===== src/rtl/jsu_pkg.sv =====
// Shared types and constants for the JSON string unescaper.
`timescale 1ns / 1ps

package jsu_pkg;

    typedef struct packed {
        logic [7:0] data_byte;
        logic       end_of_data;
    } t_in_item;

    typedef struct packed {
        logic [7:0] out_byte;
        logic       byte_valid;
        logic       string_done;
        logic [3:0] error_code;
        logic       last;
    } t_out_item;

    // One classified input: up to four data bytes, or a done or error marker.
    typedef struct packed {
        logic [3:0][7:0] bytes;
        logic [1:0]      last_idx;
        logic            is_data;
        logic            done;
        logic [3:0]      err;
    } t_job;

    typedef enum logic [2:0] {
        M_IDLE,
        M_BODY,
        M_ESC,
        M_HEX1,
        M_WANT_BS,
        M_WANT_U,
        M_HEX2,
        M_TAIL
    } t_mode;

    localparam logic [3:0] ERR_OK           = 4'd0;
    localparam logic [3:0] ERR_NO_QUOTE     = 4'd1;
    localparam logic [3:0] ERR_CONTROL      = 4'd2;
    localparam logic [3:0] ERR_ESCAPE       = 4'd3;
    localparam logic [3:0] ERR_HEX          = 4'd4;
    localparam logic [3:0] ERR_UNPAIRED_HI  = 4'd5;
    localparam logic [3:0] ERR_BAD_LOW      = 4'd6;
    localparam logic [3:0] ERR_UNPAIRED_LO  = 4'd7;
    localparam logic [3:0] ERR_LEAD         = 4'd8;
    localparam logic [3:0] ERR_CONT         = 4'd9;
    localparam logic [3:0] ERR_SCALAR       = 4'd10;
    localparam logic [3:0] ERR_UNTERMINATED = 4'd11;

    localparam logic [20:0] MAX_SCALAR = 21'h10FFFF;
    localparam logic [15:0] SURR_HI_LO = 16'hD800;
    localparam logic [15:0] SURR_HI_HI = 16'hDBFF;
    localparam logic [15:0] SURR_LO_LO = 16'hDC00;
    localparam logic [15:0] SURR_LO_HI = 16'hDFFF;
    localparam logic [20:0] SUPP_BASE  = 21'h10000;

    localparam logic [7:0] CH_QUOTE = 8'h22;
    localparam logic [7:0] CH_BSL   = 8'h5C;
    localparam logic [7:0] CH_U     = 8'h75;

endpackage


===== src/rtl/jsu_front.sv =====
// Front end: runs the string parser one byte per cycle while i_take is high and emits jobs.
`timescale 1ns / 1ps

module jsu_front
    import jsu_pkg::*;
(
    input  logic     i_clk,
    input  logic     i_rst_n,
    input  logic     i_take,
    input  t_in_item i_item,
    output logic     o_job_push,
    output t_job     o_job
);

    t_mode       r_mode, n_mode;
    logic [1:0]  r_hex_count, n_hex_count;
    logic [15:0] r_hex_accum, n_hex_accum;
    logic [9:0]  r_high, n_high;
    logic [1:0]  r_tail, n_tail;
    logic [20:0] r_scalar, n_scalar;
    logic [1:0]  r_min, n_min;
    logic [7:0]  r_held [3];

    logic        held_we;
    logic [1:0]  held_idx;

    logic [7:0]  b;
    logic [4:0]  hex_dig;   // bit 4 set when not a hex digit
    logic [15:0] hex_next;
    logic [20:0] scalar_next;
    logic [20:0] pt;
    logic [20:0] lo_bound;
    logic [3:0][7:0] enc_bytes;
    logic [1:0]  enc_last;

    function automatic logic [4:0] hex_val(input logic [7:0] c);
        logic [4:0] v;
        v = 5'h10;
        if (c >= 8'h30 && c <= 8'h39) v = 5'(c - 8'h30);
        else if (c >= 8'h61 && c <= 8'h66) v = 5'(c - 8'h57);
        else if (c >= 8'h41 && c <= 8'h46) v = 5'(c - 8'h37);
        return v;
    endfunction

    assign b           = i_item.data_byte;
    assign hex_dig     = hex_val(b);
    assign hex_next    = {r_hex_accum[11:0], hex_dig[3:0]};
    assign scalar_next = {r_scalar[14:0], b[5:0]};

    // Scalar to encode: a surrogate pair in the second escape, the plain value otherwise.
    assign pt = (r_mode == M_HEX2) ? (SUPP_BASE + {1'b0, r_high, hex_next[9:0]})
                                   : {5'd0, hex_next};

    always_comb begin
        enc_bytes = '0;
        if (pt <= 21'h7F) begin
            enc_bytes[0] = pt[7:0];
            enc_last     = 2'd0;
        end else if (pt <= 21'h7FF) begin
            enc_bytes[0] = {3'b110, pt[10:6]};
            enc_bytes[1] = {2'b10, pt[5:0]};
            enc_last     = 2'd1;
        end else if (pt <= 21'hFFFF) begin
            enc_bytes[0] = {4'b1110, pt[15:12]};
            enc_bytes[1] = {2'b10, pt[11:6]};
            enc_bytes[2] = {2'b10, pt[5:0]};
            enc_last     = 2'd2;
        end else begin
            enc_bytes[0] = {5'b11110, pt[20:18]};
            enc_bytes[1] = {2'b10, pt[17:12]};
            enc_bytes[2] = {2'b10, pt[11:6]};
            enc_bytes[3] = {2'b10, pt[5:0]};
            enc_last     = 2'd3;
        end
    end

    always_comb begin
        unique case (r_min)
            2'd1:    lo_bound = 21'h80;
            2'd2:    lo_bound = 21'h800;
            default: lo_bound = SUPP_BASE;
        endcase
    end

    always_comb begin
        n_mode      = r_mode;
        n_hex_count = r_hex_count;
        n_hex_accum = r_hex_accum;
        n_high      = r_high;
        n_tail      = r_tail;
        n_scalar    = r_scalar;
        n_min       = r_min;
        held_we     = 1'b0;
        held_idx    = 2'd0;
        o_job_push  = 1'b0;
        o_job       = '0;

        if (i_item.end_of_data) begin
            o_job_push = 1'b1;
            o_job.err  = (r_mode == M_IDLE) ? ERR_NO_QUOTE : ERR_UNTERMINATED;
            n_mode     = M_IDLE;
        end else begin
            unique case (r_mode)
                M_IDLE: begin
                    if (b == CH_QUOTE) begin
                        n_mode = M_BODY;
                    end else begin
                        o_job_push = 1'b1;
                        o_job.err  = ERR_NO_QUOTE;
                    end
                end
                M_BODY: begin
                    priority if (b == CH_QUOTE) begin
                        o_job_push = 1'b1;
                        o_job.done = 1'b1;
                        n_mode     = M_IDLE;
                    end else if (b < 8'h20) begin
                        o_job_push = 1'b1;
                        o_job.err  = ERR_CONTROL;
                        n_mode     = M_IDLE;
                    end else if (b == CH_BSL) begin
                        n_mode = M_ESC;
                    end else if (b < 8'h80) begin
                        o_job_push     = 1'b1;
                        o_job.is_data  = 1'b1;
                        o_job.bytes[0] = b;
                    end else if (b >= 8'hC2 && b <= 8'hF4) begin
                        // Hold the lead byte until the sequence checks out.
                        held_we  = 1'b1;
                        held_idx = 2'd0;
                        n_mode   = M_TAIL;
                        if (b <= 8'hDF) begin
                            n_min    = 2'd1;
                            n_scalar = {16'd0, b[4:0]};
                        end else if (b <= 8'hEF) begin
                            n_min    = 2'd2;
                            n_scalar = {17'd0, b[3:0]};
                        end else begin
                            n_min    = 2'd3;
                            n_scalar = {18'd0, b[2:0]};
                        end
                        n_tail = n_min;
                    end else begin
                        o_job_push = 1'b1;
                        o_job.err  = ERR_LEAD;
                        n_mode     = M_IDLE;
                    end
                end
                M_TAIL: begin
                    if (b[7:6] != 2'b10) begin
                        o_job_push = 1'b1;
                        o_job.err  = ERR_CONT;
                        n_mode     = M_IDLE;
                    end else begin
                        n_scalar = scalar_next;
                        if (r_tail > 2'd1) begin
                            held_we  = 1'b1;
                            held_idx = 2'(r_min - r_tail + 2'd1);
                            n_tail   = 2'(r_tail - 2'd1);
                        end else begin
                            n_tail = 2'd0;
                            if (scalar_next < lo_bound || scalar_next > MAX_SCALAR ||
                                (scalar_next >= {5'd0, SURR_HI_LO} &&
                                 scalar_next <= {5'd0, SURR_LO_HI})) begin
                                o_job_push = 1'b1;
                                o_job.err  = ERR_SCALAR;
                                n_mode     = M_IDLE;
                            end else begin
                                o_job_push     = 1'b1;
                                o_job.is_data  = 1'b1;
                                o_job.last_idx = r_min;
                                o_job.bytes[0] = r_held[0];
                                o_job.bytes[1] = (r_min == 2'd1) ? b : r_held[1];
                                o_job.bytes[2] = (r_min == 2'd2) ? b : r_held[2];
                                o_job.bytes[3] = b;
                                n_mode         = M_BODY;
                            end
                        end
                    end
                end
                M_ESC: begin
                    o_job.is_data = 1'b1;
                    o_job_push    = 1'b1;
                    n_mode        = M_BODY;
                    unique case (b)
                        8'h22, 8'h5C, 8'h2F: o_job.bytes[0] = b;
                        8'h62:               o_job.bytes[0] = 8'h08;
                        8'h66:               o_job.bytes[0] = 8'h0C;
                        8'h6E:               o_job.bytes[0] = 8'h0A;
                        8'h72:               o_job.bytes[0] = 8'h0D;
                        8'h74:               o_job.bytes[0] = 8'h09;
                        CH_U: begin
                            o_job_push  = 1'b0;
                            n_mode      = M_HEX1;
                            n_hex_count = 2'd0;
                            n_hex_accum = 16'd0;
                        end
                        default: begin
                            o_job.is_data = 1'b0;
                            o_job.err     = ERR_ESCAPE;
                            n_mode        = M_IDLE;
                        end
                    endcase
                end
                M_HEX1, M_HEX2: begin
                    if (hex_dig[4]) begin
                        o_job_push = 1'b1;
                        o_job.err  = ERR_HEX;
                        n_mode     = M_IDLE;
                    end else begin
                        n_hex_accum = hex_next;
                        if (r_hex_count != 2'd3) begin
                            n_hex_count = 2'(r_hex_count + 2'd1);
                        end else begin
                            n_hex_count = 2'd0;
                            if (r_mode == M_HEX1 && hex_next >= SURR_HI_LO &&
                                hex_next <= SURR_HI_HI) begin
                                n_high = hex_next[9:0];
                                n_mode = M_WANT_BS;
                            end else if (r_mode == M_HEX1 && hex_next >= SURR_LO_LO &&
                                         hex_next <= SURR_LO_HI) begin
                                o_job_push = 1'b1;
                                o_job.err  = ERR_UNPAIRED_LO;
                                n_mode     = M_IDLE;
                            end else if (r_mode == M_HEX2 && (hex_next < SURR_LO_LO ||
                                         hex_next > SURR_LO_HI)) begin
                                o_job_push = 1'b1;
                                o_job.err  = ERR_BAD_LOW;
                                n_mode     = M_IDLE;
                            end else begin
                                o_job_push     = 1'b1;
                                o_job.is_data  = 1'b1;
                                o_job.bytes    = enc_bytes;
                                o_job.last_idx = enc_last;
                                n_mode         = M_BODY;
                            end
                        end
                    end
                end
                M_WANT_BS: begin
                    if (b == CH_BSL) begin
                        n_mode = M_WANT_U;
                    end else begin
                        o_job_push = 1'b1;
                        o_job.err  = ERR_UNPAIRED_HI;
                        n_mode     = M_IDLE;
                    end
                end
                M_WANT_U: begin
                    if (b == CH_U) begin
                        n_mode      = M_HEX2;
                        n_hex_count = 2'd0;
                        n_hex_accum = 16'd0;
                    end else begin
                        o_job_push = 1'b1;
                        o_job.err  = ERR_UNPAIRED_HI;
                        n_mode     = M_IDLE;
                    end
                end
                default: n_mode = M_IDLE;
            endcase
        end

        if (!i_take) begin
            o_job_push = 1'b0;
        end
    end

    always_ff @(posedge i_clk) begin
        if (!i_rst_n) begin
            r_mode      <= M_IDLE;
            r_hex_count <= 2'd0;
            r_hex_accum <= 16'd0;
            r_high      <= 10'd0;
            r_tail      <= 2'd0;
            r_scalar    <= 21'd0;
            r_min       <= 2'd0;
        end else if (i_take) begin
            r_mode      <= n_mode;
            r_hex_count <= n_hex_count;
            r_hex_accum <= n_hex_accum;
            r_high      <= n_high;
            r_tail      <= n_tail;
            r_scalar    <= n_scalar;
            r_min       <= n_min;
        end
    end

    always_ff @(posedge i_clk) begin
        if (i_take && held_we) begin
            r_held[held_idx] <= b;
        end
    end

endmodule


===== src/rtl/jsu_fifo.sv =====
// Four-entry job queue between the parser and the result sequencer.
`timescale 1ns / 1ps

module jsu_fifo
    import jsu_pkg::*;
(
    input  logic i_clk,
    input  logic i_rst_n,
    input  logic i_push,
    input  t_job i_job,
    output logic o_full,
    input  logic i_pop,
    output logic o_empty,
    output t_job o_job
);

    t_job       r_mem [4];
    logic [1:0] r_wr_ptr;
    logic [1:0] r_rd_ptr;
    logic [2:0] r_count;
    logic       do_push;
    logic       do_pop;

    assign o_full  = (r_count == 3'd4);
    assign o_empty = (r_count == 3'd0);
    assign o_job   = r_mem[r_rd_ptr];
    assign do_push = i_push && !o_full;
    assign do_pop  = i_pop && !o_empty;

    always_ff @(posedge i_clk) begin
        if (!i_rst_n) begin
            r_wr_ptr <= 2'd0;
            r_rd_ptr <= 2'd0;
            r_count  <= 3'd0;
        end else begin
            if (do_push) r_wr_ptr <= 2'(r_wr_ptr + 2'd1);
            if (do_pop)  r_rd_ptr <= 2'(r_rd_ptr + 2'd1);
            if (do_push && !do_pop)      r_count <= 3'(r_count + 3'd1);
            else if (do_pop && !do_push) r_count <= 3'(r_count - 3'd1);
        end
    end

    always_ff @(posedge i_clk) begin
        if (do_push) begin
            r_mem[r_wr_ptr] <= i_job;
        end
    end

endmodule


===== src/rtl/jsu_back.sv =====
// Back end: holds the current job and hands out its results one per transaction.
`timescale 1ns / 1ps

module jsu_back
    import jsu_pkg::*;
(
    input  logic      i_clk,
    input  logic      i_rst_n,
    input  logic      i_job_empty,
    input  t_job      i_job,
    output logic      o_job_pop,
    output logic      o_empty,
    input  logic      i_pop,
    output t_out_item o_item
);

    logic       r_busy;
    t_job       r_job;
    logic [1:0] r_idx;
    logic       is_last;
    logic       advance;

    assign is_last = !r_job.is_data || (r_idx == r_job.last_idx);
    // Load the next job when idle or when the final result of this one leaves.
    assign advance   = !r_busy || (i_pop && is_last);
    assign o_job_pop = advance && !i_job_empty;
    assign o_empty   = !r_busy;

    always_comb begin
        o_item.out_byte    = r_job.is_data ? r_job.bytes[r_idx] : 8'd0;
        o_item.byte_valid  = r_job.is_data;
        o_item.string_done = r_job.done;
        o_item.error_code  = r_job.err;
        o_item.last        = is_last;
    end

    always_ff @(posedge i_clk) begin
        if (!i_rst_n) begin
            r_busy <= 1'b0;
            r_idx  <= 2'd0;
        end else if (advance) begin
            r_busy <= !i_job_empty;
            r_idx  <= 2'd0;
        end else if (i_pop) begin
            r_idx <= 2'(r_idx + 2'd1);
        end
    end

    always_ff @(posedge i_clk) begin
        if (advance) begin
            r_job <= i_job;
        end
    end

endmodule


===== src/rtl/json_string_unescaper_top.sv =====
// A result passes from its input transaction through a job queue entry and then
// the result register before it is visible.
// Throughput: one input byte per cycle while the queue is not full; results leave
// one per cycle while pop is high, so an input that decodes to several bytes holds the result side until all have left.
// A four-deep job queue decouples the parser from the result side; full rises
// only when it fills. Synchronous reset returns the parser to idle, awaiting the
// opening quote, and empties the queue and the result register.
`timescale 1ns / 1ps

module json_string_unescaper_top
    import jsu_pkg::*;
(
    input  logic      i_clk,
    input  logic      i_rst_n,
    input  logic      push,
    output logic      full,
    input  t_in_item  i_in_item,
    output logic      empty,
    input  logic      pop,
    output t_out_item o_out_item
);

    logic job_push;
    t_job job_in;
    logic q_full;
    logic q_empty;
    logic q_pop;
    t_job job_out;
    logic take;

    assign full = q_full;
    assign take = push && !q_full;

    jsu_front u_front (
        .i_clk      (i_clk),
        .i_rst_n    (i_rst_n),
        .i_take     (take),
        .i_item     (i_in_item),
        .o_job_push (job_push),
        .o_job      (job_in)
    );

    jsu_fifo u_fifo (
        .i_clk   (i_clk),
        .i_rst_n (i_rst_n),
        .i_push  (job_push),
        .i_job   (job_in),
        .o_full  (q_full),
        .i_pop   (q_pop),
        .o_empty (q_empty),
        .o_job   (job_out)
    );

    jsu_back u_back (
        .i_clk       (i_clk),
        .i_rst_n     (i_rst_n),
        .i_job_empty (q_empty),
        .i_job       (job_out),
        .o_job_pop   (q_pop),
        .o_empty     (empty),
        .i_pop       (pop),
        .o_item      (o_out_item)
    );

endmodule


===== config.mk =====
export PLATFORM = sky130hd
export DESIGN_NAME = json_string_unescaper_top
export DESIGN_NICKNAME = d
export VERILOG_FILES = /design/src/rtl/jsu_pkg.sv /design/src/rtl/jsu_front.sv /design/src/rtl/jsu_fifo.sv /design/src/rtl/jsu_back.sv /design/src/rtl/json_string_unescaper_top.sv
export SDC_FILE = /design/constraint.sdc
export NUM_CORES = 1
export LEC_CHECK = 0
export ABC_CLOCK_PERIOD_IN_PS = 3280
export BUFFER_PORTS_ARGS = -buffer_cell sky130_fd_sc_hd__buf_2
export CORE_ASPECT_RATIO = 0.9
export CORE_MARGIN = 2
export CORE_UTILIZATION = 40
export CTS_BUF_LIST = sky130_fd_sc_hd__clkbuf_4 sky130_fd_sc_hd__clkbuf_8
export DETAILED_ROUTE_END_ITERATION = 6
export HOLD_SLACK_MARGIN = 0.08
export SYNTH_ARGS = -nofsm -noshare
export SYNTH_HDL_FRONTEND = slang
export SYNTH_SLANG_ARGS = --single-unit

===== constraint.sdc =====
create_clock -name i_clk -period 3.28 [get_ports i_clk]
set_clock_uncertainty 0.2 [all_clocks]
set_input_delay 0.164 -clock i_clk [delete_from_list [all_inputs] [get_ports i_clk]]
set_output_delay 0.164 -clock i_clk [all_outputs]
set_load 0.02 [all_outputs]

==> out/results.txt <==
Cell taking the most area after synthesis -> edfxtp_1
Detailed Place HPWL -> 21.2 mm
Global-route wire length before repair -> 48.5 mm
Via density -> 5.62
CTS tree -> built
Post-synthesis cell type count -> 78
Die height -> 173 um
Root Driver -> clkbuf_8
Clk sinks -> 280
Tcrit/Tclk final -> 0.972
Max Clock Freq -> 0.314 GHz
Sw Share -> 0.260
Port Buffers -> 29
CP Launch Type -> flop
Pin slew with the least headroom to its limit -> 1.02 ns
Sequential power share -> 0.487
Type of the most critical hold path -> primary input to flop
Starting density of the core -> 0.408
Largest net degree at the start of global routing -> 41
Hold Vio Cnt, Final -> 0
DR DRC count -> 0
Filler Cell Count -> 2790
Max incr delay on CP -> 0.47 ns
Nets -> 1094
Synth Flop Type -> edfxtp_1
Synth Register Bits -> 280
Critical path class -> flop to flop
Via total after detailed routing -> 8463
P_leak -> 0.00497 uW
Clock power share -> 0.338
Row count -> 61
Sum Neg Setup Slack -> 0 ns
Critical Path RT -> 3.39 ns
Commonest non-fill, non-tap cell in the layout -> edfxtp_1
Longest Clk Path Bufs -> 3
Worst skew pair latency -> 0.58 ns
Crit. End Element -> flop
Status -> complete, no violations
Final Setup Violations -> 0
Tmin final -> 3.19 ns
Max FO, Critical Path -> 7
Crit-path cells -> inv_2, ha_4, inv_1, ha_1, or4_1, o32a_1, or3_1, o2111a_2, nor3b_4, a222oi_1, a21oi_2
GPL Wtd Cong -> 0.955
Synth async-reset ratio -> 0
1st-iter DRT viols -> 792
Syn-to-layout area delta -> 18.4%
Met2 WL -> 14.0 mm
Final instance area -> 15000 sq um
Highest metal used -> met4
Total track usage -> 0.191
MaxCap Viol Count -> 0
Synthesized instance count -> 948
Met3 Routed Length -> 2.06 mm
Share of the synthesized area in the top cell type -> 0.532
First-pass iteration count of the detailed router -> 5
IO Count -> 30
Avg Cell Area, Syn -> 13.3 sq um
Worst slew margin -> 0.321
Comb pwr share -> 0.175
VDD IR max -> 451 uV
Most frequent cells in the layout -> edfxtp_1, nand2_1, buf_4, nor2_1, a21oi_1
Grt ovf -> 0
Antenna violations before repair -> 1
Critical path arrival -> 3.30 ns
Power per cell area -> 631 nW/um^2
Number of synthesized flops with an enable pin -> 224
Vias in the first global route -> 8307
Switching pwr -> 2460 uW
Int Pwr -> 7000 uW
Total Wirelength -> 31.3 mm
H-tree levels -> 2
Total CTS buffers -> 46
Top cells by area, synth -> edfxtp_1, dfxtp_1, mux4_2, nand2_1, a21oi_1
Pins Over Slew Limit -> 0
Post-route ant nets -> 0
Post-synthesis sequential area ratio -> 0.620
Worst-path clk slew -> 0.06 ns
Antenna Cells -> 0
Warnings from Yosys -> 0
Post-Syn Area -> 12700 sq um
Share of cells above drive strength 1 -> 0.259
Placed Area -> 13800 sq um
Die W -> 191 um
Worst path slowest cell -> a222oi_1
Die area -> 33100 sq um
CORE AREA -> 31000 sq um
Met1 WL -> 14.2 mm
WL per Instance -> 20.7 um
-- flip-flops by register name (all words and copies together) (netlist names) --
signal / flops
u_front.r_mode: 3
u_back.r_busy: 1
u_front.r_min: 2
u_fifo.r_count: 3
u_fifo.r_rd_ptr: 2
u_front.r_high: 10
u_front.r_tail: 2
u_front.r_held: 24
u_fifo.r_mem: 160
u_back.o_item: 6
u_front.r_hex_count: 2
u_back.r_job: 34
u_back.r_idx: 2
u_fifo.r_wr_ptr: 2
u_front.r_hex_accum: 12
u_front.r_scalar: 15
-- what timing repair did --
action / CTS / global route
hold endpoints to repair: 69 / 0
hold buffers: 13 / 0
setup endpoints to repair: 0 / 105
setup buffers: 0 / 1
gates resized for setup: 0 / 14
-- critical path: cells and delay by family (launching register included) --
kind / cells / cell delay [ns]
flops: 1 / 0.33
compound gates: 4 / 1.06
buf+inv: 2 / 0.12
fa+ha+maj: 2 / 0.32
simple gates: 3 / 0.90
-- power by group through the flow --
| stage | logic (uW) | clock network (uW) | registers, uW |
|---|---|---|---|
| after floorplan | 1210 | 0 | 4600 |
| after global placement | 1650 | 0 | 4670 |
| after detailed placement | 1670 | 0 | 4690 |
| after CTS | 1690 | 3280 | 4620 |
| after global routing | 1800 | 3430 | 4660 |
| final | 1650 | 3200 | 4610 |
-- cells by family (layout without fill, tap and decap cells) --
family | after synthesis | after routing | share of synthesized area
compound gates | 177 | 177 | 0.0962
simple gates | 295 | 295 | 0.118
fa+ha+maj | 18 | 18 | 0.0184
xor+xnor | 11 | 11 | 0.00761
other cells | 1 | 4 | 0.000296
flops | 280 | 280 | 0.620
buf+inv | 90 | 237 | 0.0302
mux | 76 | 76 | 0.109
-- cell usage after synthesis, drive strengths merged (19+ instances only) --
| library cell | n |
|---|---|
| edfxtp | 224 |
| nand3 | 31 |
| buf | 34 |
| a21oi | 64 |
| nand2 | 91 |
| nor2 | 63 |
| clkbuf | 32 |
| nor3 | 19 |
| dfxtp | 56 |
| inv | 24 |
| o21ai | 23 |
| mux4 | 48 |
-- stage by stage --
step	total power [uW]	setup slack [ns]	util	instances	hold slack (ns)
finish	9460	0.0923	0.484	1507	0.0632
CTS	9580	0.00354	0.481	1507	0.258
global placement	6320	0.0907	0.446	1411	0.238
floorplan	5800	0.00456	-	951	0.0629
global route	9880	-0.0358	0.484	1507	0.0884
detailed placement	6360	0.0234	0.446	1411	0.243
-- routing by layer --
metal / GRT usage / up-vias
met5: 0 / -
met4: 0.0699 / 0
met3: 0.0357 / 64
met2: 0.281 / 320
met1: 0.282 / 4177
li1: - / 3902
-- path summary, 6_finish.rpt --
kind / startpoint / to / slack (ns) / cells past startpoint
setup / recovery: u_front.r_min[0] / u_fifo.r_mem[1][10] / 0.09 / 11
hold / removal: i_in_item[1] / u_front.r_held[1][0] / 0.06 / 2
setup reg to reg: u_front.r_min[0] / u_fifo.r_mem[1][10] / 0.09 / 11
hold reg to reg: u_front.r_high[0] / u_front.r_high[0] / 0.25 / 2
-- cell type report --
type / count / area [sq um] / share of cell area
Sequential cell: 280 / 7850 / 0.524
Clock inverter: 31 / 277 / 0.0185
Clock buffer: 52 / 691 / 0.0461
Tap cell: 409 / 512 / 0.0342
Timing Repair Buffer: 130 / 1030 / 0.0686
Multi-Input combinational cell: 581 / 4530 / 0.302
Inverter: 24 / 92.6 / 0.00618
Note: power is estimated with default switching activity, not from simulation.
